$ cat config.mk
export PLATFORM = sky130hd
export DESIGN_NAME = light_switch_with_auto_off_core
export DESIGN_NICKNAME = d
export VERILOG_FILES = /design/src/hdl/lsw_pkg.sv /design/src/hdl/light_switch_with_auto_off_core.sv /design/src/hdl/lsw_regs.sv /design/src/hdl/lsw_ctrl.sv
export SDC_FILE = /design/constraint.sdc
export NUM_CORES = 1
export LEC_CHECK = 0
export BUFFER_PORTS_ARGS = -buffer_cell sky130_fd_sc_hd__buf_2
export CORE_MARGIN = 2
export CORE_UTILIZATION = 45
export CTS_CLUSTER_SIZE = 16
export DETAILED_ROUTE_END_ITERATION = 12
export PLACE_DENSITY = 0.74
export SLEW_MARGIN = 5
export SYNTH_ARGS = -nofsm -noshare
export SYNTH_HDL_FRONTEND = slang
export SYNTH_SLANG_ARGS = --single-unit
$ cat constraint.sdc
create_clock -name clk -period 9.6 [get_ports clk]
set_clock_uncertainty 0.15 [all_clocks]
set_input_delay 1.92 -clock clk [delete_from_list [all_inputs] [get_ports clk]]
set_output_delay 1.92 -clock clk [all_outputs]
set_load 0.01 [all_outputs]
$ cat src/hdl/lsw_pkg.sv
// shared types and constants of the light switch controller
package lsw_pkg;

	localparam int unsigned SECONDS_W = 16;
	localparam int unsigned TIMEOUT_MS_W = 26;
	localparam int unsigned TIME_W = 32;
	localparam logic [9:0] MS_PER_SECOND = 10'd1000;

	localparam logic [2:0] OP_POLL = 3'd0;
	localparam logic [2:0] OP_SET_ENABLE = 3'd1;
	localparam logic [2:0] OP_REMOTE_ON = 3'd2;
	localparam logic [2:0] OP_REMOTE_OFF = 3'd3;
	localparam logic [2:0] OP_UNKNOWN = 3'd4;

	localparam logic REG_TOGGLE_MODE = 1'b0;
	localparam logic REG_AUTO_OFF_SECONDS = 1'b1;

	typedef struct packed {
		logic [2:0] op;
		logic button_pressed;
		logic button_held;
		logic [TIME_W-1:0] now_ms;
		logic enable_value;
	} in_t;

	typedef struct packed {
		logic light_on;
		logic command_accepted;
	} out_t;

	typedef struct packed {
		logic toggle_mode;
		logic [TIMEOUT_MS_W-1:0] auto_off_ms;
	} cfg_t;

endpackage

$ cat src/hdl/light_switch_with_auto_off_core.sv
// top level of the light switch controller with auto-off timer
// path: a taken request waits in the input register, and its result is held in the result register
// throughput: one request per cycle unless a result stalls; state is updated between the input and result registers
// while a result is stalled the empty input register takes one more request, then in_ready drops
// reset: asynchronous, active low; light off, disabled, timer cleared, toggle mode on
module light_switch_with_auto_off_core (
	input logic clk,
	input logic arst_n,
	input logic in_valid,
	output logic in_ready,
	input lsw_pkg::in_t in_data,
	output logic out_valid,
	input logic out_ready,
	output lsw_pkg::out_t out_data,
	input logic psel,
	input logic penable,
	input logic pwrite,
	input logic [2:0] paddr,
	input logic [31:0] pwdata,
	output logic [31:0] prdata,
	output logic pready
);
	import lsw_pkg::*;

	logic s1_valid_q;
	in_t item_s1;
	logic out_valid_q;
	out_t out_data_q;
	logic advance, step;
	cfg_t cfg;
	out_t result;

	assign pready = 1'b1;

	lsw_regs u_regs (
		.clk(clk),
		.arst_n(arst_n),
		.psel(psel),
		.penable(penable),
		.pwrite(pwrite),
		.paddr(paddr),
		.pwdata(pwdata),
		.prdata(prdata),
		.cfg(cfg)
	);

	assign advance = !out_valid_q || out_ready;
	assign step = s1_valid_q && advance;
	assign in_ready = !s1_valid_q || advance;

	always_ff @(posedge clk or negedge arst_n) begin
		if (!arst_n)
			s1_valid_q <= 1'b0;
		else if (in_ready)
			s1_valid_q <= in_valid;
	end

	always_ff @(posedge clk) begin
		if (in_ready && in_valid)
			item_s1 <= in_data;
	end

	lsw_ctrl u_ctrl (
		.clk(clk),
		.arst_n(arst_n),
		.step(step),
		.item(item_s1),
		.cfg(cfg),
		.result(result)
	);

	always_ff @(posedge clk or negedge arst_n) begin
		if (!arst_n)
			out_valid_q <= 1'b0;
		else if (advance)
			out_valid_q <= s1_valid_q;
	end

	always_ff @(posedge clk) begin
		if (step)
			out_data_q <= result;
	end

	assign out_valid = out_valid_q;
	assign out_data = out_data_q;

endmodule

$ cat src/hdl/lsw_regs.sv
// configuration registers behind the apb port
module lsw_regs (
	input logic clk,
	input logic arst_n,
	input logic psel,
	input logic penable,
	input logic pwrite,
	input logic [2:0] paddr,
	input logic [31:0] pwdata,
	output logic [31:0] prdata,
	output lsw_pkg::cfg_t cfg
);
	import lsw_pkg::*;

	logic toggle_mode_q;
	logic [SECONDS_W-1:0] auto_off_seconds_q;
	logic [TIMEOUT_MS_W-1:0] auto_off_ms_q;
	logic wr_en;

	assign wr_en = psel && penable && pwrite;

	// millisecond limit is worked out once, at the write
	always_ff @(posedge clk or negedge arst_n) begin
		if (!arst_n) begin
			toggle_mode_q <= 1'b1;
			auto_off_seconds_q <= '0;
			auto_off_ms_q <= '0;
		end else if (wr_en) begin
			case (paddr[2])
				REG_TOGGLE_MODE: toggle_mode_q <= pwdata[0];
				REG_AUTO_OFF_SECONDS: begin
					auto_off_seconds_q <= pwdata[SECONDS_W-1:0];
					auto_off_ms_q <= TIMEOUT_MS_W'(pwdata[SECONDS_W-1:0])
						* TIMEOUT_MS_W'(MS_PER_SECOND);
				end
				default: ;
			endcase
		end
	end

	always_comb begin
		case (paddr[2])
			REG_TOGGLE_MODE: prdata = {31'b0, toggle_mode_q};
			REG_AUTO_OFF_SECONDS: prdata = {16'b0, auto_off_seconds_q};
			default: prdata = '0;
		endcase
	end

	assign cfg.toggle_mode = toggle_mode_q;
	assign cfg.auto_off_ms = auto_off_ms_q;

endmodule

$ cat src/hdl/lsw_ctrl.sv
// light state, edge memory and auto-off timer
module lsw_ctrl (
	input logic clk,
	input logic arst_n,
	input logic step,
	input lsw_pkg::in_t item,
	input lsw_pkg::cfg_t cfg,
	output lsw_pkg::out_t result
);
	import lsw_pkg::*;

	logic enabled_q, light_q, last_pressed_q;
	logic [TIMEOUT_MS_W-1:0] timeout_ms_q;
	logic [TIME_W-1:0] on_stamp_q;

	logic enabled_n, light_n, last_pressed_n, accepted;
	logic [TIMEOUT_MS_W-1:0] timeout_ms_n;
	logic [TIME_W-1:0] on_stamp_n;
	logic [TIME_W-1:0] elapsed;

	assign elapsed = item.now_ms - on_stamp_q;

	always_comb begin
		enabled_n = enabled_q;
		light_n = light_q;
		last_pressed_n = last_pressed_q;
		timeout_ms_n = timeout_ms_q;
		on_stamp_n = on_stamp_q;
		accepted = 1'b0;
		case (item.op)
			OP_POLL: begin
				if (enabled_q) begin
					if (last_pressed_q != item.button_pressed) begin
						last_pressed_n = item.button_pressed;
						if (cfg.toggle_mode) begin
							if (item.button_pressed) begin
								if (light_q) begin
									light_n = 1'b0;
								end else begin
									on_stamp_n = item.now_ms;
									timeout_ms_n = cfg.auto_off_ms;
									light_n = 1'b1;
								end
							end
						end else begin
							timeout_ms_n = '0;
							light_n = item.button_pressed;
						end
					end else if (timeout_ms_q != '0) begin
						// holding the button cancels the running timer
						if (item.button_held) begin
							timeout_ms_n = '0;
						end else if (light_q &&
							elapsed >= TIME_W'(timeout_ms_q)) begin
							light_n = 1'b0;
						end
					end
				end
			end
			OP_SET_ENABLE: begin
				if (enabled_q && !item.enable_value)
					light_n = 1'b0;
				enabled_n = item.enable_value;
				last_pressed_n = 1'b0;
			end
			OP_REMOTE_ON: begin
				timeout_ms_n = '0;
				if (enabled_q)
					light_n = 1'b1;
				accepted = 1'b1;
			end
			OP_REMOTE_OFF: begin
				if (enabled_q)
					light_n = 1'b0;
				accepted = 1'b1;
			end
			default: ;
		endcase
	end

	always_ff @(posedge clk or negedge arst_n) begin
		if (!arst_n) begin
			enabled_q <= 1'b0;
			light_q <= 1'b0;
			last_pressed_q <= 1'b0;
			timeout_ms_q <= '0;
			on_stamp_q <= '0;
		end else if (step) begin
			enabled_q <= enabled_n;
			light_q <= light_n;
			last_pressed_q <= last_pressed_n;
			timeout_ms_q <= timeout_ms_n;
			on_stamp_q <= on_stamp_n;
		end
	end

	assign result.light_on = light_n;
	assign result.command_accepted = accepted;

endmodule

### Word-level counts from Yosys, hierarchy flattened

Index checks and enable logic that the tools add are counted.

| operators by class | value |
|---|---|
| add/subtract/negate cells | 1 |
| multiply operators | 1 |
| magnitude comparators | 1 |
| equality and inequality tests | 10 |
| muxes and demuxes | 25 |
| bitwise operators | 2 |
| reductions and logical operators | 22 |

Operators with widths:

| operator | count |
|---|---|
| 26-bit 2-to-1 mux | 7 |
| 32-bit one-hot mux with 2 select lines | 1 |
| 26-bit one-hot mux with 2 select lines | 1 |
| 32-bit by 26-bit greater-or-equal comparator with 1-bit output | 1 |
| 32-bit subtractor | 1 |
| 26-bit nonzero test | 1 |
| 16-bit by 7-bit multiplier with 23-bit output, second input constant | 1 |
| 1-bit 2-to-1 mux | 14 |
| 7-bit AND reduction | 2 |
| 4-bit != test, second input constant | 2 |
| 3-bit by 2-bit == test with 1-bit output, second input constant | 2 |
| 1-bit logical AND | 6 |
| 2-bit AND reduction | 3 |
| 2-bit by 1-bit != test with 1-bit output, second input constant | 2 |
| 1-bit one-hot mux with 4 select lines | 1 |
| 4-bit AND reduction | 1 |
| 2-bit nonzero test | 2 |
| 3-bit by 1-bit == test with 1-bit output, second input constant | 1 |
| 1-bit logical NOT | 3 |
| 3-bit logical NOT | 1 |
| 3-bit by 1-bit != test with 1-bit output, second input constant | 1 |
| 3-bit by 2-bit != test with 1-bit output, second input constant | 1 |
| 1-bit logical OR | 2 |
| 1-bit inverter | 2 |
| 3 further kinds | 3 |

| storage, ports and cells | value |
|---|---|
| bits in registers | 143 |
| input bits | 80 |
| output and inout bits | 37 |

### Depth between registers and ports, before layout

| logic depth | value |
|---|---|
| depth in word-level cells | 9 |
| mapped depth | 22 |

### Modules after synthesis

A second synthesis with hierarchy kept.

| unflattened totals | value |
|---|---|
| cell total of the unflattened synthesis | 1139 |
| area, all modules | 10864.2 µm² |

Modules (own cells, without submodules):

| module | times used | cells an instance | area an instance (µm²) |
|---|---|---|---|
| lsw_ctrl | 1 | 602 | 5014.8 |
| lsw_regs | 1 | 487 | 4533.1 |
| light_switch_with_auto_off_core | 1 | 50 | 1316.3 |

### Worst setup path before layout

Ideal clock, no wire load.

| timing | value |
|---|---|
| path type | input to register |
| start point | in pwdata[0] |
| end point | reg u_regs.auto_off_ms_q[24] |
| library setup time | 131 ps |
| arrival time | 5969 ps |
| slack | 3351 ps |
| stages on the path | 16 |
| buffers on the path | 0 |
| path through | fa_1 > inv_1 > fa_1 > fa_1 > inv_1 > fa_1 > ha_1 > inv_1 > o21ai_1 > a2111oi_2 > o31ai_1 > or4_1 > a31o_1 > o21ai_2 > xor2_1 > o21ai_1 |

| on the way | value |
|---|---|
| cells in the longest elaborated chain, start to end | 1 |

Ends and longest elaborated chain:

| element | RTL line | text |
|---|---|---|
| start: declaration | light_switch_with_auto_off_core.sv:19 | `input logic [31:0] pwdata,` |
| 16-bit by 7-bit multiplier with 23-bit output | lsw_regs.sv:34 | `* TIMEOUT_MS_W'(MS_PER_SECOND);` |
| end signal: assignment | lsw_regs.sv:33 | `auto_off_ms_q <= TIMEOUT_MS_W'(pwdata[SECONDS_W-1:0])` |
| end: declaration | lsw_regs.sv:17 | `logic [TIMEOUT_MS_W-1:0] auto_off_ms_q;` |

Every way passes these cells.
A chain may end at the register's enable or synchronous reset.

### Final worst setup path

Same ends and word-level chain as after synthesis.

==> results.json <==
{
  "cp_slowest_cell": "fa_1",
  "synth_ff_type": "dfrtp_1",
  "die-area_mm2": 0.0240,
  "grt_usage_pct": 18.6,
  "cts.sinks": 138,
  "netlist_top_cells_area": "dfrtp_1, ha_1, edfxtp_1, fa_1, nand2_1",
  "critPathBufInv": 4,
  "fp.dieH_um": 155,
  "vias": 7435,
  "grt_overflow": 0,
  "clockBufferDepth": 2,
  "ys_seq_area_share_pct": 35.7,
  "max_stage_delay_ns": 0.58,
  "fin_tns_setup_ns": 0,
  "cpLargestDelayFamily": "adder cells",
  "first_global_vias": 7458,
  "max_clock_freq_ghz": 0.156,
  "clk-insertion-delay-late_ns": 0.43,
  "worst_slew_pin_slew_ns": 0.928,
  "cap_violations": 0,
  "syn_inst": 1035,
  "syn-cell-area_mm2": 0.0102,
  "cp-end-kind": "register",
  "rows": 55,
  "grt_max_degree": 74,
  "start_util_pct": 45.5,
  "whs_ns": 0.330,
  "p_total_uw": 2720,
  "post-route-period-util_pct": 66.8,
  "hold_violations": 0,
  "finalSetupViolations": 0,
  "cts_tree": "done",
  "first_iter_violations": 327,
  "rsz0062_at_grt": "no",
  "final_core_util_pct": 50.9,
  "numPortBuffers": 81,
  "synth_most_common_cell": "nand2_1",
  "drv_slew": 0,
  "die_w_um": 155,
  "yosys_warnings": 0,
  "worstPathArrival_ns": 6.54,
  "cp.required_ns": 9.73,
  "status": "finished, final reports clean",
  "yosys.area.top_type": "dfrtp_1",
  "htreeDepth": 4,
  "path_clk_slew_ns": 0.07,
  "io_pins": 117,
  "clockRootBuffer": "clkbuf_16",
  "p_leak_uw": 0.00536,
  "wirelength_um": 20700,
  "nets": 1351,
  "holdBufCountCts": 0,
  "cp-start-kind": "input port",
  "synth_top_area_share_pct": 23.7,
  "cp_cell_sequence": "buf_2 -> fa_1 -> inv_1 -> fa_1 -> fa_1 -> inv_1 -> fa_1 -> ha_1 -> inv_1 -> o21ai_1 -> a2111oi_2 -> o31ai_1 -> or4_1 -> a31o_1 -> o21ai_2 -> xor2_1 -> o21ai_1",
  "core_area_mm2": 0.0225,
  "cpMostUsedCell": "fa_1",
  "drc": 0,
  "post_cts_buffers": 0,
  "hold_path_class": "reg2reg",
  "synth_top_cells_by_count": "nand2_1, ha_1, inv_1, dfrtp_1, o21ai_0",
  "p_per_area_mw_per_mm2": 237,
  "fin_cells": 1406,
  "fin_crit_ns": 6.41,
  "numCtsBuffers": 17,
  "critPathKind": "in2reg",
  "antenna_left": 0,
  "max_slew_margin_pct": 38.1,
  "drtPass1Iterations": 7,
  "routed_via_density": 5.29,
  "area_growth_pct": 12.0,
  "crit_fanout": 6,
  "grt_pass1_wl_um": 36100,
  "ir_worst_vdd_v": 0.000112,
  "synth_edf_count": 40,
  "async_reset_ff_share_pct": 71.0,
  "syn_area_per_cell_um2": 9.89,
  "routabilityCongestion": 0.882,
  "ys_types": 69,
  "antenna_cells": 0,
  "drive_gt1_share_pct": 14.1,
  "ys_ff_latch": 138,
  "wl_per_cell_um": 14.7,
  "cts_resized": 0,
  "dpl.cell_count": 1374,
  "hpwl_um": 15700,
  "antenna_found_initial": 0
}
through the flow:
stage                     cell area, µm²  setup WS [ns]
after CTS                          11500           3.25
after floorplan                    10300           3.35
after global placement             10800           2.91
after global routing               11500           2.95
after detailed placement           10800           2.81
final                              11500           3.19
area by class of cell:
type / count / area [µm²]
inverter: 99 / 372
tap: 285 / 357
multi-input combinational: 766 / 6020
sequential: 138 / 3650
clock inverter: 15 / 195
fill: 1994 / 11000
timing repair buffer: 86 / 445
clock buffer: 17 / 425
worst register-to-register path, stage by stage (launching register included):
cell	delay [ns]
edfxtp_1	0.41
ha_1	0.38
a21o_1	0.20
or3_4	0.34
nor3_2	0.19
nor2_1	0.13
a31oi_1	0.26
o21bai_1	0.09
a21o_1	0.20
a31oi_1	0.20
xnor2_1	0.16
ha_1	0.28
a21o_1	0.19
a211o_1	0.30
a211oi_1	0.21
o31ai_1	0.14
a21oi_1	0.18
o311a_1	0.18
o221a_1	0.20
a41oi_2	0.16
nor2_1	0.15
final timing paths:
path	slack, ns	from	cells after the start	to
worst max register to register	4.75	item_s1[11]	20	out_data[1]
worst min-delay path	0.33	s1_valid_q	1	out_valid
min in group asynchronous	1.25	arst_n	1	u_ctrl.on_stamp_q[10]
max in group asynchronous	6.81	arst_n	2	u_regs.auto_off_ms_q[7]
worst min register to register	0.33	s1_valid_q	1	out_valid
worst max-delay path	3.19	pwdata[0]	17	u_regs.auto_off_ms_q[24]
logic make-up after synthesis:
| logic type | count (synthesis) | share of synthesized area [%] |
|---|---|---|
| adders and majority gates | 163 | 24.0 |
| and+or+nand+nor | 282 | 13.4 |
| xor gates and xnor gates | 42 | 3.60 |
| muxes | 22 | 2.40 |
| AOI/OAI and AO/OA | 240 | 14.8 |
| other | 2 | 0.0734 |
| buffers and inverters | 146 | 6.05 |
| DFF | 138 | 35.7 |
layout by cell type, fill, tap and decap left out, types with 21 or more instances in the layout:
cell	n
ha_1	108
a21oi_1	40
nor2_1	43
edfxtp_1	40
inv_1	99
dfrtp_1	97
nand2_1	124
xor2_1	21
fa_1	55
buf_2	80
xnor2_1	21
o21ai_0	88
report_power, final:
part           switching [µW]  internal [µW]
logic                     694            547
clock network             261            435
registers                69.5            715
total                    1020           1700
per-layer routing:
metal / global-route usage (%) / share of wire [%] / vias to the layer above
met3: 3.42 / 2.6 / 19
met4: 5.29 / 1.4 / 0
met2: 32.1 / 50 / 115
met1: 23.9 / 46 / 3595
met5: 0 / 0 / -
li1: - / - / 3706
flip-flops by register name, indices dropped and copies added (netlist names):
name / flops
u_regs.toggle_mode_q: 1
u_ctrl.on_stamp_q: 32
out_data: 2
out_valid: 1
item_s1: 38
u_ctrl.enabled_q: 1
u_ctrl.light_q: 1
u_ctrl.timeout_ms_q: 23
u_ctrl.last_pressed_q: 1
u_regs.auto_off_ms_q: 21
s1_valid_q: 1
u_regs.auto_off_seconds_q: 16
Power figures use the tool's default switching activity.
